--- config.mk ---
export PLATFORM = sky130hd
export DESIGN_NAME = qvb_front_flat
export DESIGN_NICKNAME = d
export VERILOG_FILES = /design/src/rtl/qvb_pkg.sv /design/src/rtl/qvb_if.sv /design/src/rtl/qvb_front.sv /design/src/flat_wrapper.sv
export SDC_FILE = /design/constraint.sdc
export NUM_CORES = 1
export LEC_CHECK = 0
export ABC_AREA = 0
export BUFFER_PORTS_ARGS = -buffer_cell sky130_fd_sc_hd__buf_2
export CAP_MARGIN = 10
export CORE_AREA = 4 4 178 180
export DETAILED_ROUTE_END_ITERATION = 7
export DIE_AREA = 0 0 182 184
export GPL_TIMING_DRIVEN = 1
export SLEW_MARGIN = 20
export SYNTH_ARGS = -nofsm -noshare
export SYNTH_HDL_FRONTEND = slang
export SYNTH_SLANG_ARGS = --single-unit
--- constraint.sdc ---
create_clock -name clk -period 7.71 [get_ports clk]
set_clock_uncertainty 0.1 [all_clocks]
set_input_delay 1.9275 -clock clk [delete_from_list [all_inputs] [get_ports clk]]
set_output_delay 1.9275 -clock clk [all_outputs]
set_load 0.05 [all_outputs]
--- src/rtl/qvb_pkg.sv ---
// shared types, constants and helper functions of the quad vertex generator
package qvb_pkg;

  localparam logic [2:0] OP_SPRITE = 3'd0;
  localparam logic [2:0] OP_RECT   = 3'd1;
  localparam logic [2:0] OP_LINE   = 3'd2;
  localparam logic [2:0] OP_BEGIN  = 3'd3;
  localparam logic [2:0] OP_END    = 3'd4;

  localparam logic [11:0] THRESHOLD_RESET = 12'd1000;
  // index count 3/2*n passes 3000 exactly when n passes 2000
  localparam int unsigned INDEX_FLUSH = 2000;
  localparam logic signed [19:0] GAIN_Q16 = 20'sd39797;
  localparam int unsigned ATAN_LEN = 24;

  typedef enum logic [1:0] {
    K_SPRITE,
    K_RECT,
    K_LINE,
    K_CLEAR
  } kind_t;

  typedef struct packed {
    kind_t              kind;
    logic signed [23:0] px;
    logic signed [23:0] py;
    logic signed [23:0] ex;
    logic signed [23:0] ey;
    logic [15:0]        tl;
    logic [15:0]        tt;
    logic [15:0]        tw;
    logic [15:0]        th;
    logic signed [15:0] angle;
    logic [15:0]        lw;
    logic [31:0]        color;
  } item_t;

  // arctangent in 2^-24 turn units, rounded
  function automatic logic signed [25:0] atan_at(input logic [4:0] i);
    logic signed [25:0] r;
    unique case (i)
      5'd0:  r = 26'sd2097152;
      5'd1:  r = 26'sd1238021;
      5'd2:  r = 26'sd654136;
      5'd3:  r = 26'sd332050;
      5'd4:  r = 26'sd166669;
      5'd5:  r = 26'sd83416;
      5'd6:  r = 26'sd41718;
      5'd7:  r = 26'sd20860;
      5'd8:  r = 26'sd10430;
      5'd9:  r = 26'sd5215;
      5'd10: r = 26'sd2608;
      5'd11: r = 26'sd1304;
      5'd12: r = 26'sd652;
      5'd13: r = 26'sd326;
      5'd14: r = 26'sd163;
      5'd15: r = 26'sd81;
      5'd16: r = 26'sd41;
      5'd17: r = 26'sd20;
      5'd18: r = 26'sd10;
      5'd19: r = 26'sd5;
      5'd20: r = 26'sd3;
      5'd21: r = 26'sd1;
      5'd22: r = 26'sd1;
      default: r = 26'sd0;
    endcase
    return r;
  endfunction

  function automatic logic signed [23:0] sat24(input logic signed [43:0] v);
    logic signed [23:0] r;
    if (v > 44'sd8388607) r = 24'sh7FFFFF;
    else if (v < -44'sd8388608) r = 24'sh800000;
    else r = v[23:0];
    return r;
  endfunction

endpackage

--- src/rtl/qvb_if.sv ---
// channel interfaces: primitive items, vertices and the threshold write port
interface qvb_item_if;
  logic               valid;
  logic               ready;
  logic [2:0]         op;
  logic signed [23:0] point_x;
  logic signed [23:0] point_y;
  logic signed [23:0] extent_x;
  logic signed [23:0] extent_y;
  logic [15:0]        tex_left;
  logic [15:0]        tex_top;
  logic [15:0]        tex_width;
  logic [15:0]        tex_height;
  logic signed [15:0] angle;
  logic [15:0]        line_width;
  logic [31:0]        color;
  modport source (output valid, op, point_x, point_y, extent_x, extent_y, tex_left,
                  tex_top, tex_width, tex_height, angle, line_width, color,
                  input ready);
  modport sink (input valid, op, point_x, point_y, extent_x, extent_y, tex_left,
                tex_top, tex_width, tex_height, angle, line_width, color,
                output ready);
endinterface


--- src/rtl/qvb_front.sv ---
// front stage: accepts items, classifies the op code and drops unused codes
module qvb_front (
  input  logic          clk,
  input  logic          rst,
  qvb_item_if.sink      item,
  output logic          push_valid,
  input  logic          push_ready,
  output qvb_pkg::item_t push_item
);
  import qvb_pkg::*;

  logic  held;
  item_t slot;
  kind_t kind_in;
  logic  known;

  assign item.ready = !held || push_ready;
  assign push_valid = held;
  assign push_item  = slot;

  always_comb begin
    known   = 1'b1;
    kind_in = K_CLEAR;
    unique case (item.op)
      OP_SPRITE: kind_in = K_SPRITE;
      OP_RECT:   kind_in = K_RECT;
      OP_LINE:   kind_in = K_LINE;
      OP_BEGIN,
      OP_END:    kind_in = K_CLEAR;
      default:   known = 1'b0;
    endcase
  end

  always_ff @(posedge clk) begin
    if (rst) begin
      held <= 1'b0;
    end else begin
      if (item.valid && item.ready && known) held <= 1'b1;
      else if (push_ready) held <= 1'b0;
      if (item.valid && item.ready && known) begin
        slot.kind   <= kind_in;
        slot.px     <= item.point_x;
        slot.py     <= item.point_y;
        slot.ex     <= item.extent_x;
        slot.ey     <= item.extent_y;
        slot.tl     <= item.tex_left;
        slot.tt     <= item.tex_top;
        slot.tw     <= item.tex_width;
        slot.th     <= item.tex_height;
        slot.angle  <= item.angle;
        slot.lw     <= item.line_width;
        slot.color  <= item.color;
      end
    end
  end

endmodule

--- src/flat_wrapper.sv ---
// flat-port wrapper written by rule: the top's interface ports become plain ports
module qvb_front_flat import qvb_pkg::*;
  (clk, rst, push_valid, push_ready, push_item, item_valid, item_op, item_point_x, item_point_y, item_extent_x, item_extent_y, item_tex_left, item_tex_top, item_tex_width, item_tex_height, item_angle, item_line_width, item_color, item_ready);
  qvb_item_if item_i ();
  input  logic clk;
  input  logic rst;
  output logic push_valid;
  input  logic push_ready;
  output qvb_pkg::item_t push_item;
  input wire logic [$bits(item_i.valid)-1:0] item_valid;
  input wire logic [$bits(item_i.op)-1:0] item_op;
  input wire logic [$bits(item_i.point_x)-1:0] item_point_x;
  input wire logic [$bits(item_i.point_y)-1:0] item_point_y;
  input wire logic [$bits(item_i.extent_x)-1:0] item_extent_x;
  input wire logic [$bits(item_i.extent_y)-1:0] item_extent_y;
  input wire logic [$bits(item_i.tex_left)-1:0] item_tex_left;
  input wire logic [$bits(item_i.tex_top)-1:0] item_tex_top;
  input wire logic [$bits(item_i.tex_width)-1:0] item_tex_width;
  input wire logic [$bits(item_i.tex_height)-1:0] item_tex_height;
  input wire logic [$bits(item_i.angle)-1:0] item_angle;
  input wire logic [$bits(item_i.line_width)-1:0] item_line_width;
  input wire logic [$bits(item_i.color)-1:0] item_color;
  output wire logic [$bits(item_i.ready)-1:0] item_ready;
  assign item_i.valid = item_valid;
  assign item_i.op = item_op;
  assign item_i.point_x = item_point_x;
  assign item_i.point_y = item_point_y;
  assign item_i.extent_x = item_extent_x;
  assign item_i.extent_y = item_extent_y;
  assign item_i.tex_left = item_tex_left;
  assign item_i.tex_top = item_tex_top;
  assign item_i.tex_width = item_tex_width;
  assign item_i.tex_height = item_tex_height;
  assign item_i.angle = item_angle;
  assign item_i.line_width = item_line_width;
  assign item_i.color = item_color;
  assign item_ready = item_i.ready;
  qvb_front u_core (.clk(clk), .rst(rst), .item(item_i), .push_valid(push_valid), .push_ready(push_ready), .push_item(push_item));
endmodule
== Word level (Yosys, flattened, before mapping) ==
Cells that the tools add are included.
Word-level totals
  flip-flop bits (word level): 227
  bits in latches: 0
  memory bits (writable): 0
  memory bits (read-only): 0
  bits of input ports: 231
  output and inout bits: 228
  memories: 0
Operators by class
  add/subtract/negate cells: 0
  multiply operators: 0
  divide/modulo/power cells: 0
  $lt $le $gt $ge: 0
  equality and inequality tests: 4
  shifts and indexed selects: 0
  multiplexer cells: 4
  bitwise gates (word level): 1
  reduce and logical (&&, ||, !) cells: 8
Operators by type and width (number)
  $eq A3 B2 Y1 const B: 2
  $pmux W2 S3: 1
  $reduce_or A5 Y1: 1
  $eq A3 B1 Y1 const B: 1
  $eq A3 B3 Y1 const B: 1
  $logic_not A3 Y1: 1
  $mux W1: 3
  $logic_and A1 B1 Y1: 2
  $reduce_and A2 Y1: 1
  $reduce_bool A2 Y1: 1
  $logic_not A1 Y1: 1
  $logic_or A1 B1 Y1: 1
  $not A1 Y1: 1

== Longest topological paths before layout ==
  word-level depth: 5
  depth in mapped cells: 2

== Worst setup path before layout ==
Ideal clock, no wire load.
  kind: in2reg
  start: input port push_ready
  end: register u_core.slot, in the netlist u_core.push_item[0], enable pin
  library setup time: 0.619 ns
  data arrival time: 7.735 ns
  setup slack: -0.743 ns
  cell stages on the path: 2
  path buffers: 0
  cells stage by stage: nand2b_1 > and4b_1
On the way
  cells in the longest elaborated chain, start to end: 4
Ends and longest elaborated chain
  from (decl): line flat_wrapper.sv:8  | input logic push_ready;
  $logic_or A1 B1 Y1: line qvb_front.sv:17  | assign item.ready = !held || push_ready;
  $logic_and A1 B1 Y1 (2 in series): line qvb_front.sv:40  | if (item.valid && item.ready && known) begin
  $reduce_and A2 Y1 (no source line)
  to (decl): line qvb_front.sv:13  | item_t slot;
No other way between the ends.
A chain may end at the register's enable or synchronous reset.

== Final worst setup path ==
  start: input port push_ready
  end: output port item_ready
On the way
  cells in the longest elaborated chain, start to end: 1
Ends and longest elaborated chain
  $logic_or A1 B1 Y1: line qvb_front.sv:17
  to (decl): line flat_wrapper.sv:23  | output wire logic [$bits(item_i.ready)-1:0] item_ready;
No other way between the ends.

==> results by group <==
Synth
  – Post-synthesis cell count: 235
  – Distinct cell type count after synthesis: 9
  – Yosys reg bits: 227
  – Seq/Total Area, Yosys: 99.18%
  – Syn nets: 466
  – Cell Area, Synth: 0.006863 mm²
  – Top cell type's share of synthesized area: 98.89%
  – Post-Syn Area per Cell: 29.20 µm²
  – Yosys top cell by area: edfxtp_1
  – Synth top area cells: edfxtp_1 (99%), dfxtp_1 (0.29%), or2_1 (0.18%)
  – Yosys warnings: 0

Power
  – Leak: 4.310 nW
  – Maximum VDD drop: 0.1972 mV
  – Tot Pwr: 0.002853 W
  – Power density over the cells: 272.0 mW/mm²

Routing
  – Antenna Violating Nets Remaining: 0
  – Vias: 4,246
  – Vias/cell: 3.741
  – DRT Pass-1 Iters: 6
  – Initial DRC Count: 142
  – Total wire length: 19,630 µm
  – Routed WL per cell: 17.30 µm
  – Residual DRC count: 0

Floorplanning
  – Die footprint: 0.03349 mm²
  – Core area: 0.03019 mm²
  – Die Wd: 182 µm
  – Row cnt: 64
  – Die Height: 184 µm
  – Initial Util: 22.73%
  – # IOs: 459

Clocking
  – Clk sinks: 227
  – CTS H-tree lvls: 1
  – CTS tree: yes
  – # resized after CTS: 0
  – Cts hold-fix bufs: 0
  – Clock Tree Buf Depth: 3
  – Clk_lat worst skew: 0.50 ns
  – Setup bufs post-CTS: 0
  – CTS root buf: clkbuf_16
  – TritonCTS buffer count: 25
  – Worst-path clk slew: 0.06 ns

Placed design
  – Placed cells: 1,091
  – Post-DP HPWL: 15,160 µm
  – # port buffers: 458
  – Global placer's final weighted congestion: 0.7357
  – Pre-CTS setup slack: 3.285 ns

Cells and area
  – Fin nets: 953
  – Area grow syn2layout: 52.85%
  – Commonest non-fill, non-tap cell in the layout: buf_2
  – Diodes inserted: 0
  – Share of layout cells above drive strength 1: 67.93%
  – Fill cells: 2,946
  – Area occupied by multi-input gates: 60.06 µm²
  – Register Area: 0.006807 mm²
  – Fin cells: 1,135
  – Commonest cells after routing, fill and taps aside: buf_2 (458), edfxtp_1 (226), clkbuf_16 (25)

GRT
  – Most Used Layer, Global Route: met2
  – Overflow after GRT: 0
  – Met1 GRT Util: 11.87%
  – Initial antenna violation count: 8
  – GR Layer Usage met2: 18.34%
  – Vias in the first global route: 4,384
  – Global Route Usage Sum: 10.76%
  – Largest net degree at the start of global routing: 120
  – GR Util met3: 5.619%
  – First-pass GRT wire length: 27,080 µm

Setup path
  – Crit path kind: in -> out
  – Worst endpoint data arrival time: 2.40 ns
  – Worst Path Max Fanout: 3
  – CP startpoint kind: primary input
  – Req. time, crit path: 5.68 ns
  – Critical path capture point type: output pin

Timing
  – Final setup fails: 0
  – Unrepaired setup endpoints after global routing: false
  – Rel. slew slack: 37.26%
  – Worst Max-Slew Pin Slew: 0.9411 ns
  – Post-layout min period: 4.429 ns
  – Final Slew Violations: 0
  – Fmax: 0.2258 GHz
  – Fin. Hold Viols: 0
  – Setup TNS: 0 ns
  – Final period utilization: 57.45%
  – Final WS setup: 3.281 ns

Status
  – Status: completed

Worst hold path
  – Hold Crit Class: reg -> reg

Run
  – Maxcap violations: 0
-- state kept, by name, summed over array words and instances (netlist names) --
register / cells
u_core.push_valid: 1
u_core.push_item: 226
-- final timing paths --
| check | slack, ns | cells past startpoint | from | endpoint |
|---|---|---|---|---|
| hold / removal | 0.46 | 2 | u_core.push_valid | u_core.push_valid |
| setup / recovery | 3.28 | 3 | push_ready | item_ready |
| hold reg to reg | 0.46 | 2 | u_core.push_valid | u_core.push_valid |
| setup reg to reg | 5.22 | 3 | u_core.push_valid | u_core.push_item[70] |
-- logic make-up after synthesis --
| family | Yosys count | share of synthesized area, % |
|---|---|---|
| AO/OA/AOI/OAI | 2 | 0.1641 |
| AND/OR/NAND/NOR | 6 | 0.6564 |
| flip-flops | 227 | 99.18 |
-- report_power, final --
group	switching, W	internal [W]
Sequential	0.00000974	0.00141
Combinational	0.000200	0.0000689
Clock	0.000471	0.000691
-- Yosys cell counts, drive strengths merged --
cell,n
or2b,1
and4b,1
or2,2
edfxtp,226
nand2b,1
or3b,1
dfxtp,1
a31oi,1
o21ai,1
-- final cells by class --
class                   count  share of cell area, %
multi-input cells           8                 0.5725
repair buffers            460                  22.11
clock buffers              25                  5.964
well taps                 396                  4.723
clock inverters            19                  1.741
flip-flops and latches    227                  64.89
-- through the flow --
step	area (µm²)	util, %	hold slack, ns
3_5_place_dp	9682	32.07	0.4488
6_report	10490	34.75	0.4609
5_1_grt	10490	34.75	0.5022
3_3_place_gp	9682	32.07	0.4299
2_1_floorplan	6864	-	1.019
4_1_cts	10490	34.75	0.4591
-- worst max-delay path, cell delays in order --
cell      delay (ns)
buf_2           0.09
nand2b_1        0.16
buf_2           0.22
-- per-layer routing --
metal	routed length [µm]	vias to the layer above
met1	6852	1960
li1	-	1936
met4	361	12
met5	89	-
met2	9533	299
met3	2798	39
No activity file was read; power rests on OpenSTA's default activity.
