`src/rtl/qvb_pkg.sv`:
```
// shared types, constants and helper functions of the quad vertex generator
package qvb_pkg;

  localparam logic [2:0] OP_SPRITE = 3'd0;
  localparam logic [2:0] OP_RECT   = 3'd1;
  localparam logic [2:0] OP_LINE   = 3'd2;
  localparam logic [2:0] OP_BEGIN  = 3'd3;
  localparam logic [2:0] OP_END    = 3'd4;

  localparam logic [11:0] THRESHOLD_RESET = 12'd1000;
  // index count 3/2*n passes 3000 exactly when n passes 2000
  localparam int unsigned INDEX_FLUSH = 2000;
  localparam logic signed [19:0] GAIN_Q16 = 20'sd39797;
  localparam int unsigned ATAN_LEN = 24;

  typedef enum logic [1:0] {
    K_SPRITE,
    K_RECT,
    K_LINE,
    K_CLEAR
  } kind_t;

  typedef struct packed {
    kind_t              kind;
    logic signed [23:0] px;
    logic signed [23:0] py;
    logic signed [23:0] ex;
    logic signed [23:0] ey;
    logic [15:0]        tl;
    logic [15:0]        tt;
    logic [15:0]        tw;
    logic [15:0]        th;
    logic signed [15:0] angle;
    logic [15:0]        lw;
    logic [31:0]        color;
  } item_t;

  // arctangent in 2^-24 turn units, rounded
  function automatic logic signed [25:0] atan_at(input logic [4:0] i);
    logic signed [25:0] r;
    unique case (i)
      5'd0:  r = 26'sd2097152;
      5'd1:  r = 26'sd1238021;
      5'd2:  r = 26'sd654136;
      5'd3:  r = 26'sd332050;
      5'd4:  r = 26'sd166669;
      5'd5:  r = 26'sd83416;
      5'd6:  r = 26'sd41718;
      5'd7:  r = 26'sd20860;
      5'd8:  r = 26'sd10430;
      5'd9:  r = 26'sd5215;
      5'd10: r = 26'sd2608;
      5'd11: r = 26'sd1304;
      5'd12: r = 26'sd652;
      5'd13: r = 26'sd326;
      5'd14: r = 26'sd163;
      5'd15: r = 26'sd81;
      5'd16: r = 26'sd41;
      5'd17: r = 26'sd20;
      5'd18: r = 26'sd10;
      5'd19: r = 26'sd5;
      5'd20: r = 26'sd3;
      5'd21: r = 26'sd1;
      5'd22: r = 26'sd1;
      default: r = 26'sd0;
    endcase
    return r;
  endfunction

  function automatic logic signed [23:0] sat24(input logic signed [43:0] v);
    logic signed [23:0] r;
    if (v > 44'sd8388607) r = 24'sh7FFFFF;
    else if (v < -44'sd8388608) r = 24'sh800000;
    else r = v[23:0];
    return r;
  endfunction

endpackage

```
`src/rtl/qvb_fifo.sv`:
```
// short queue of classified items between front and back
module qvb_fifo #(
  parameter int DEPTH = 2
) (
  input  logic           clk,
  input  logic           rst,
  input  logic           push_valid,
  output logic           push_ready,
  input  qvb_pkg::item_t push_item,
  output logic           pop_valid,
  input  logic           pop_ready,
  output qvb_pkg::item_t pop_item
);
  import qvb_pkg::*;

  localparam int PW = (DEPTH > 1) ? $clog2(DEPTH) : 1;
  localparam int CW = $clog2(DEPTH + 1);

  item_t         mem [DEPTH];
  logic [PW-1:0] wptr;
  logic [PW-1:0] rptr;
  logic [CW-1:0] fill;
  logic          do_push;
  logic          do_pop;

  assign push_ready = (fill != CW'(DEPTH));
  assign pop_valid  = (fill != '0);
  assign pop_item   = mem[rptr];
  assign do_push    = push_valid && push_ready;
  assign do_pop     = pop_valid && pop_ready;

  always_ff @(posedge clk) begin
    if (rst) begin
      wptr <= '0;
      rptr <= '0;
      fill <= '0;
    end else begin
      if (do_push) begin
        mem[wptr] <= push_item;
        wptr <= (wptr == PW'(DEPTH - 1)) ? '0 : wptr + 1'b1;
      end
      if (do_pop) rptr <= (rptr == PW'(DEPTH - 1)) ? '0 : rptr + 1'b1;
      if (do_push && !do_pop) fill <= fill + 1'b1;
      else if (!do_push && do_pop) fill <= fill - 1'b1;
    end
  end

endmodule

```
`config.mk`:
```
export PLATFORM = sky130hd
export DESIGN_NAME = qvb_fifo
export DESIGN_NICKNAME = d
export VERILOG_FILES = /design/src/rtl/qvb_pkg.sv /design/src/rtl/qvb_fifo.sv
export SDC_FILE = /design/constraint.sdc
export NUM_CORES = 1
export LEC_CHECK = 0
export BUFFER_PORTS_ARGS = -buffer_cell sky130_fd_sc_hd__buf_2
export CAP_MARGIN = 20
export CORE_MARGIN = 1
export CORE_UTILIZATION = 50
export CTS_BUF_LIST = sky130_fd_sc_hd__clkbuf_4
export DETAILED_ROUTE_END_ITERATION = 8
export PLACE_DENSITY = 0.76
export SYNTH_ARGS = -nofsm -noshare
export SYNTH_HDL_FRONTEND = slang
export SYNTH_SLANG_ARGS = --single-unit
```
`constraint.sdc`:
```
create_clock -name clk -period 51.9 [get_ports clk]
set_input_delay 10.38 -clock clk [delete_from_list [all_inputs] [get_ports clk]]
set_output_delay 10.38 -clock clk [all_outputs]
set_load 0.005 [all_outputs]
```
Word level (Yosys, flattened, before mapping):

Memory sizes are Yosys's and may differ from the RTL's. A register that Yosys moved wholly into a read port is not among the register bits.
Index checks and enable logic that the tools add are counted.

* equality and inequality tests: 1
* add/sub/neg operators: 4
* reduce and logical (&&, ||, !) cells: 8
* mux-type cells: 9
* divide/modulo/power cells: 0
* shift-type cells: 0
* bitwise gates (word level): 0
* multipliers: 0
* $lt $le $gt $ge: 0

Operators by type and width (count)
* $mux W1: 7
* $logic_and A1 B1 Y1: 4
* $mux W2: 2
* $reduce_bool A2 Y1: 2
* $add A1 B1 Y1 const B: 2
* $add A2 B1 Y2 const B: 1
* $logic_not A1 Y1: 2
* $ne A2 B2 Y1 const B: 1
* $sub A2 B1 Y2 const B: 1

* input bits: 230
* latch bits: 0
* memories kept: 1
* logic and storage cells: 26
* bits in read-only memories: 0
* bits in registers: 4
* memory bits (writable): 452

Memory list
* mem: words 2, width 226, rd ports 1, clocked after Yosys merged registers in 1, write ports 1, RTL line qvb_fifo.sv:19 `item_t mem [DEPTH];`

Longest topological paths before layout:

Gate-level depths: netlist of run 1.

* depth after elaboration: 6
* depth in mapped cells: 8
* gate-level depth less buffers: 8

Least setup slack after synthesis of run 1:

No wires, ideal clock.

* path type: input -> register
* from: input rst
* to: memory mem[1][0] (netlist name) (enable)
* cell stages on the path: 1
* buffers on the path: 0
* data arrival time: 26722 ps
* required time: 50760 ps
* library setup time: 1140 ps
* setup slack: 24038 ps
* cell sequence: nor3b_1

* word-level cells in the longest chain between the ends: 2

Ends and longest elaborated chain
* from (decl): RTL line qvb_fifo.sv:6 `input logic rst,`
* $mux W1: RTL line qvb_fifo.sv:33 `if (rst) begin`
* $mux W1 (implied by the code): RTL line qvb_fifo.sv:39 `mem[wptr] <= push_item;`
* to (decl): RTL line qvb_fifo.sv:19

No other way between the ends.

==> key figures, run 1 <==
Status
  • Outcome: finished clean

Yosys
  • XOR/XNOR Fraction of Synth Area: 0.001536
  • Main combinational cell family by area after synthesis: multiplexers
  • Post-Synthesis Cells: between 700 and 800
  • Yosys top cell area share: 0.7936
  • Fraction of the yosys area taken by sequential cells: 0.7995
  • Post-synth EDFFs: 452
  • Synth Register Bits: around 460
  • Top_reg_cell synth: edfxtp_1
  • Synth cell types: 18
  • Area of the mapped netlist: between 15000 and 20000 um2
  • Synth Net Count: just under 1000
  • Synth warn: 0
  • Adder-cell area share of the yosys netlist: 0.0007316
  • Compound-Gate Fraction of Synth Area: 0.001463
  • Async set-reset flop share out of synthesis: 0
  • Simple-Gate Fraction of Synth Area: 0.003073
  • Avg Synthesized Cell Area: around 23 um2
  • Yosys top cell by area: edfxtp_1
  • Area contributors post-synth: edfxtp_1, mux2_4, mux2_2, buf_6, dfxtp_1
  • Mux cell area share after synthesis: 0.1795

Setup path
  • Worst reg2reg path endpoint: mem[0][149]$_DFFE_PP_
  • Worst reg-to-reg setup slack: about 49 ns
  • Critical path's slowest cell: buf_4
  • Reg-to-Reg Start: fill[0]$_SDFFE_PP0P_
  • Cells on worst reg2reg path: 6
  • CP endpoint: pop_item[79]
  • Required @ worst endpoint: slightly above 40 ns
  • CP Max Fanout: 64
  • Crit. End Element: output port
  • Worst endpoint data arrival time: about 4 ns
  • CP max stage delay: approximately 0.93 ns
  • Nature of the critical path startpoint: flip-flop
  • CP dominant cell by count: buf_4
  • CP Cell Sequence: buf_4, buf_4, mux2_4, buf_2
  • WS Path Type: flip-flop to output port

Layout
  • Filler instances: roughly 2400
  • P&R area growth vs syn: 23.81%
  • # nets final: between 1500 and 2000
  • Share of cells above drive strength 1: 0.6262
  • Fin area: between 20000 and 25000 um2

Detailed routing
  • DRT Wirelength: about 35000 um
  • Post-route ant nets: 0
  • Drc violations: 0
  • WL per Instance: around 19 um
  • Via count: between 8000 and 9000
  • Via density: just under 5
  • Drt pass-1 iters: 6
  • Initial drt markers: approximately 400

Power and ir drop
  • Maximum vdd ir drop: approximately 0.028 mV
  • P_leak: ~8.2 nW
  • PD cells: ~43 nW/um2
  • Total Power: slightly above 900 uW

Clock tree
  • Post-CTS Setup Inserts: 0
  • TritonCTS clock tree: done
  • CTS Buf Count: ~110
  • CTS clk-pin slew, worst paths: 0.07 ns
  • Clk_lat worst skew: approximately 0.8 ns
  • Clock root cell: clkbuf_4
  • CTS H-tree lvls: 3
  • Clock Tree Buf Depth: 3
  • Hold_buf cts: 0
  • Resize count post-CTS: 0
  • Clock Sink Count: between 400 and 500

Worst hold path
  • Worst hold path class: flip-flop to flip-flop

STA
  • Fin Setup TNS: 0 ns
  • Final setup viols: 0
  • Fmax: about 70 MHz
  • Setup Skew: 0.03085 ns
  • Final worst slack: roughly 38 ns
  • Crit path time final: ~14 ns
  • Fin. Hold Viols: 0
  • Max Slew Vio Count: 0
  • Crit share post-route: 0.2766
  • Slew Limit Headroom: 0.2659
  • Hold Slack: 0.5090 ns
  • Unrepaired setup endpoints after global routing: false
  • Worst slew pin tran: 1.101 ns

Placement
  • I/O Buffers: ~460
  • DP Area: slightly below 20000 um2
  • Post-place setup slack: between 30 and 40 ns
  • DP HPWL: 23520 um
  • GPL Wtd Cong: ~0.80

Floorplanning
  • I/O pins: around 460
  • Starting Density: 0.5088
  • Die width: 186.9 um
  • DIE AREA: between 30000 and 40000 um2
  • Die Ht: around 190 um
  • Rows: 67
  • Core Area: 33620 um2

Run
  • Max cap viols: 0

Global route
  • Antenna violations before repair: 9
  • First-pass GRT wire length: about 51000 um
  • All-Layer GR Usage: 0.1948
  • Gr ovfl total: 0
  • Largest net degree at the start of global routing: 78
  • Vias in the first global route: 9307
## cells in the mapped netlist, drive strengths merged, types with 2 or more instances
cell,instances
a21oi,2
buf,25
dfxtp,5
edfxtp,452
inv,3
mux2,226
nor2,3
o21ai,3
or3,2
xor2,3
## per-stage QoR
stage               cells    util
finish               1824  0.6299
global route         1821  0.6297
CTS                  1815  0.6292
detailed placement   1621  0.5895
global placement     1621  0.5895
floorplan             730       -
## power by group
| group | switching [mW] | total (mW) | internal (mW) |
|---|---|---|---|
| Sequential | 0.0125 | 0.450 | 0.437 |
| Clock | 0.133 | 0.272 | 0.139 |
| Combinational | 0.0871 | 0.197 | 0.110 |
## worst min path at each step
stage | endpoint | startpoint | cells past startpoint
2_1_floorplan | wptr$_SDFFE_PP0P_ | wptr$_SDFFE_PP0P_ | 2
3_3_place_gp | fill[1]$_SDFFE_PP0P_ | fill[1]$_SDFFE_PP0P_ | 2
3_5_place_dp | rptr$_SDFFE_PP0P_ | rptr$_SDFFE_PP0P_ | 2
4_1_cts | wptr$_SDFFE_PP0P_ | wptr$_SDFFE_PP0P_ | 2
5_1_grt | wptr$_SDFFE_PP0P_ | wptr$_SDFFE_PP0P_ | 2
6_report | rptr$_SDFFE_PP0P_ | rptr$_SDFFE_PP0P_ | 2
## worst max-delay path, delay by kind of cell (launching register included)
kind,cells,cell delay (ns)
buf+inv,3,1.87
flops,1,0.82
mux,1,0.36
## metal layers
layer	global-route usage	wire, um
met1	0.2111	12730
met2	0.3314	17750
met3	0.07824	3213
met4	0.09647	867
met5	0	0
## state kept, by name, summed over array words and instances, names as in the netlist, named ones only
register  flops
fill          2
mem         452
rptr          1
wptr          1
## layout by cell type, fill, tap and decap left out, types with 2 or more instances in the layout
cell type	n
o21ai_0	3
inv_1	3
clkbuf_4	151
a21oi_1	2
edfxtp_1	452
buf_4	11
mux2_4	140
mux2_2	86
nor2_1	3
dfxtp_1	4
or3_1	2
clkinvlp_4	4
diode_2	9
clkinv_1	36
xor2_1	3
buf_2	457
## logic make-up after synthesis
| logic type | count (synthesis) |
|---|---|
| DFF | 457 |
| muxes | 226 |
| buffers and inverters | 28 |
| and+or+nand+nor | 10 |
| AOI/OAI and AO/OA | 5 |
| xor gates and xnor gates | 3 |
| adders and majority gates | 1 |
## cell type report
cell class	count	area [um2]	area share
diodes	9	22.52	0.001064
clock buffers	151	1134	0.05353
clock inverters	43	203.9	0.009631
inverters	3	11.26	0.0005318
multi-input cells	245	3197	0.1510
flip-flops and latches	457	13680	0.6459
well taps	448	560.5	0.02647
repair buffers	468	2370	0.1119
No activity file was read; power rests on OpenSTA's default activity.
==> run 2: changes to the inputs <==
- CORE_UTILIZATION: 50 -> 49
- PLACE_DENSITY: 0.76 -> 0.78
- clock period: 51.9 -> 11.6 ns (I/O delays scaled with it)
==> key figures, run 2 (same netlist as run 1, synthesis figures left out) <==
Status
  • Outcome: finished clean (unchanged)

Clock tree
  • Resize count post-CTS: 0 (unchanged)
  • Clock Tree Buf Depth: 3 (unchanged)
  • Post-CTS Setup Inserts: 0 (unchanged)
  • Clock root cell: clkbuf_4 (unchanged)
  • Clk_lat worst skew: 0.78 ns (was 0.79 ns)
  • Clock Sink Count: 457 (unchanged)
  • CTS Buf Count: 107 (was 108)
  • Hold_buf cts: 0 (unchanged)
  • CTS H-tree lvls: 3 (unchanged)
  • TritonCTS clock tree: done (unchanged)
  • CTS clk-pin slew, worst paths: 0.06 ns (was 0.07 ns)

STA
  • Worst slew pin tran: 1.064 ns (was 1.101 ns)
  • Hold Slack: 0.5177 ns (was 0.5090 ns)
  • Unrepaired setup endpoints after global routing: false (unchanged)
  • Fin Setup TNS: 0 ns (unchanged)
  • Fmax: between 150 and 200 MHz
  • Crit share post-route: 0.5448
  • Slew Limit Headroom: 0.2904 (was 0.2659)
  • Fin. Hold Viols: 0 (unchanged)
  • Setup Skew: 0.04045 ns (was 0.03085 ns)
  • Max Slew Vio Count: 0 (unchanged)
  • Final setup viols: 0 (unchanged)
  • Crit path time final: about 6.3 ns

Floorplanning
  • Core Area: 34460 um2 (was 33620 um2)
  • Starting Density: 0.4963 (was 0.5088)
  • Die Ht: 188.8 um (was 186.9 um)
  • I/O pins: 458 (unchanged)
  • DIE AREA: 35650 um2 (was 34950 um2)
  • Die width: 188.8 um (was 186.9 um)
  • Rows: 68 (was 67)

Setup path
  • Required @ worst endpoint: 9.28 ns (was 41.52 ns)
  • CP endpoint: pop_item[166] (was pop_item[79])
  • CP Max Fanout: 63 (was 64)
  • Cells on worst reg2reg path: 6 (unchanged)
  • Reg-to-Reg Start: fill[0]$_SDFFE_PP0P_ (unchanged)
  • Crit. End Element: output port (unchanged)
  • Worst reg2reg path endpoint: mem[1][83]$_DFFE_PP_ (was mem[0][149]$_DFFE_PP_)
  • Worst reg-to-reg setup slack: 8.51 ns (was 48.94 ns)
  • WS Path Type: flip-flop to output port (unchanged)
  • Worst endpoint data arrival time: 4.00 ns (was 3.97 ns)
  • Nature of the critical path startpoint: flip-flop (unchanged)

Layout
  • Number of flip-flops in the largest register: 452 (unchanged)
  • Filler instances: 2481 (was 2422)
  • Reg with most FFs: mem (unchanged)
  • FF+latch area: 13680 um2 (unchanged)
  • Most common cell after layout, fill and taps aside: buf_2 (unchanged)
  • P&R area growth vs syn: 24.07% (was 23.81%)
  • # nets final: 1509 (was 1514)
  • Final non-filler cell total: 1820 (was 1824)
  • Share of cells above drive strength 1: 0.6372 (was 0.6262)
  • Multi-input logic area: 3209 um2 (was 3197 um2)
  • Commonest non-fill, non-tap cells in the layout: buf_2, edfxtp_1, clkbuf_4 (unchanged)
  • Leading registers by flop count: mem: 452 flops, fill: 2 flops (unchanged)

Placement
  • Placed insts: 1624 (was 1621)
  • GPL Wtd Cong: 0.8515 (was 0.7961)
  • I/O Buffers: 457 (unchanged)
  • DP HPWL: 22550 um (was 23520 um)

Detailed routing
  • WL per Instance: 18.75 um (was 18.95 um)
  • Post-route ant nets: 0 (unchanged)
  • Drt pass-1 iters: 6 (unchanged)
  • Via density: 4.907 (was 4.901)
  • DRT Wirelength: 34120 um (was 34570 um)
  • Initial drt markers: 450 (was 409)
  • Via count: 8931 (was 8940)
  • Drc violations: 0 (unchanged)

Global route
  • All-Layer GR Usage: 0.1866 (was 0.1948)
  • Gr ovfl total: 0 (unchanged)
  • Largest net degree at the start of global routing: 158 (was 78)
  • First-pass GRT wire length: 49520 um (was 50750 um)
  • Vias in the first global route: 9210 (was 9307)
  • Antenna violations before repair: 8 (was 9)

Power and ir drop
  • Maximum vdd ir drop: 0.1850 mV (was 0.02795 mV)
  • PD cells: 195.6 nW/um2 (was 43.38 nW/um2)
  • P_leak: 8.221 nW (was 8.192 nW)

Run
  • Max cap viols: 0 (unchanged)

Worst hold path
  • Worst hold path class: flip-flop to flip-flop (unchanged)
-- run 2: layout make-up --
type | count | area share
Timing Repair Buffer | 464 | 0.1114
Clock buffer | 164 | 0.05802
Inverter | 3 | 0.0005307
Multi-Input combinational cell | 245 | 0.1512
Sequential cell | 457 | 0.6446
Clock inverter | 26 | 0.006663
Tap cell | 455 | 0.02683
Antenna cell | 6 | 0.0007076
-- run 2: routing by layer --
layer	global-route usage	wire, um
met2	0.3117	17090
met5	0	27
met4	0.1027	1100
met3	0.07432	3213
met1	0.2028	12690
-- run 2: worst min path at each step --
| stage | startpoint | slack, ns | end | cells past startpoint |
|---|---|---|---|---|
| after floorplan | fill[1]$_SDFFE_PP0P_ | 0.47 | fill[1]$_SDFFE_PP0P_ | 2 |
| after global placement | rptr$_SDFFE_PP0P_ | 0.48 | flip-flop | 2 |
| after detailed placement | rptr$_SDFFE_PP0P_ | 0.49 | flip-flop | 2 |
| after CTS | rptr$_SDFFE_PP0P_ | 0.52 | flip-flop | 2 |
| after global routing | fill[1]$_SDFFE_PP0P_ | 0.56 | fill[1]$_SDFFE_PP0P_ | 2 |
| final | rptr$_SDFFE_PP0P_ | 0.52 | flip-flop | 2 |
-- run 2: power breakdown --
| group | total [mW] | switching (mW) | leakage, nW | internal [mW] |
|---|---|---|---|---|
| Clock | 1.25 | 0.590 | 0.814 | 0.664 |
| Combinational | 0.885 | 0.394 | 3.22 | 0.492 |
| Sequential | 2.01 | 0.0540 | 4.18 | 1.96 |
-- run 2: through the flow --
step	power [mW]	area, um2	utilization	setup slack, ns
6_report	4.150	21220	0.6158	5.280
5_1_grt	4.341	21220	0.6158	5.022
4_1_cts	4.207	21200	0.6154	5.183
3_5_place_dp	2.942	19830	0.5755	6.070
3_3_place_gp	2.919	19830	0.5755	6.143
2_1_floorplan	2.649	17110	-	-0.1668
-- run 2: critical path, stage by stage, from the launching register on --
cell and delay (ns):
dfxtp_4 0.77, buf_4 0.88, buf_4 0.92, mux2_4 0.36, buf_2 0.13
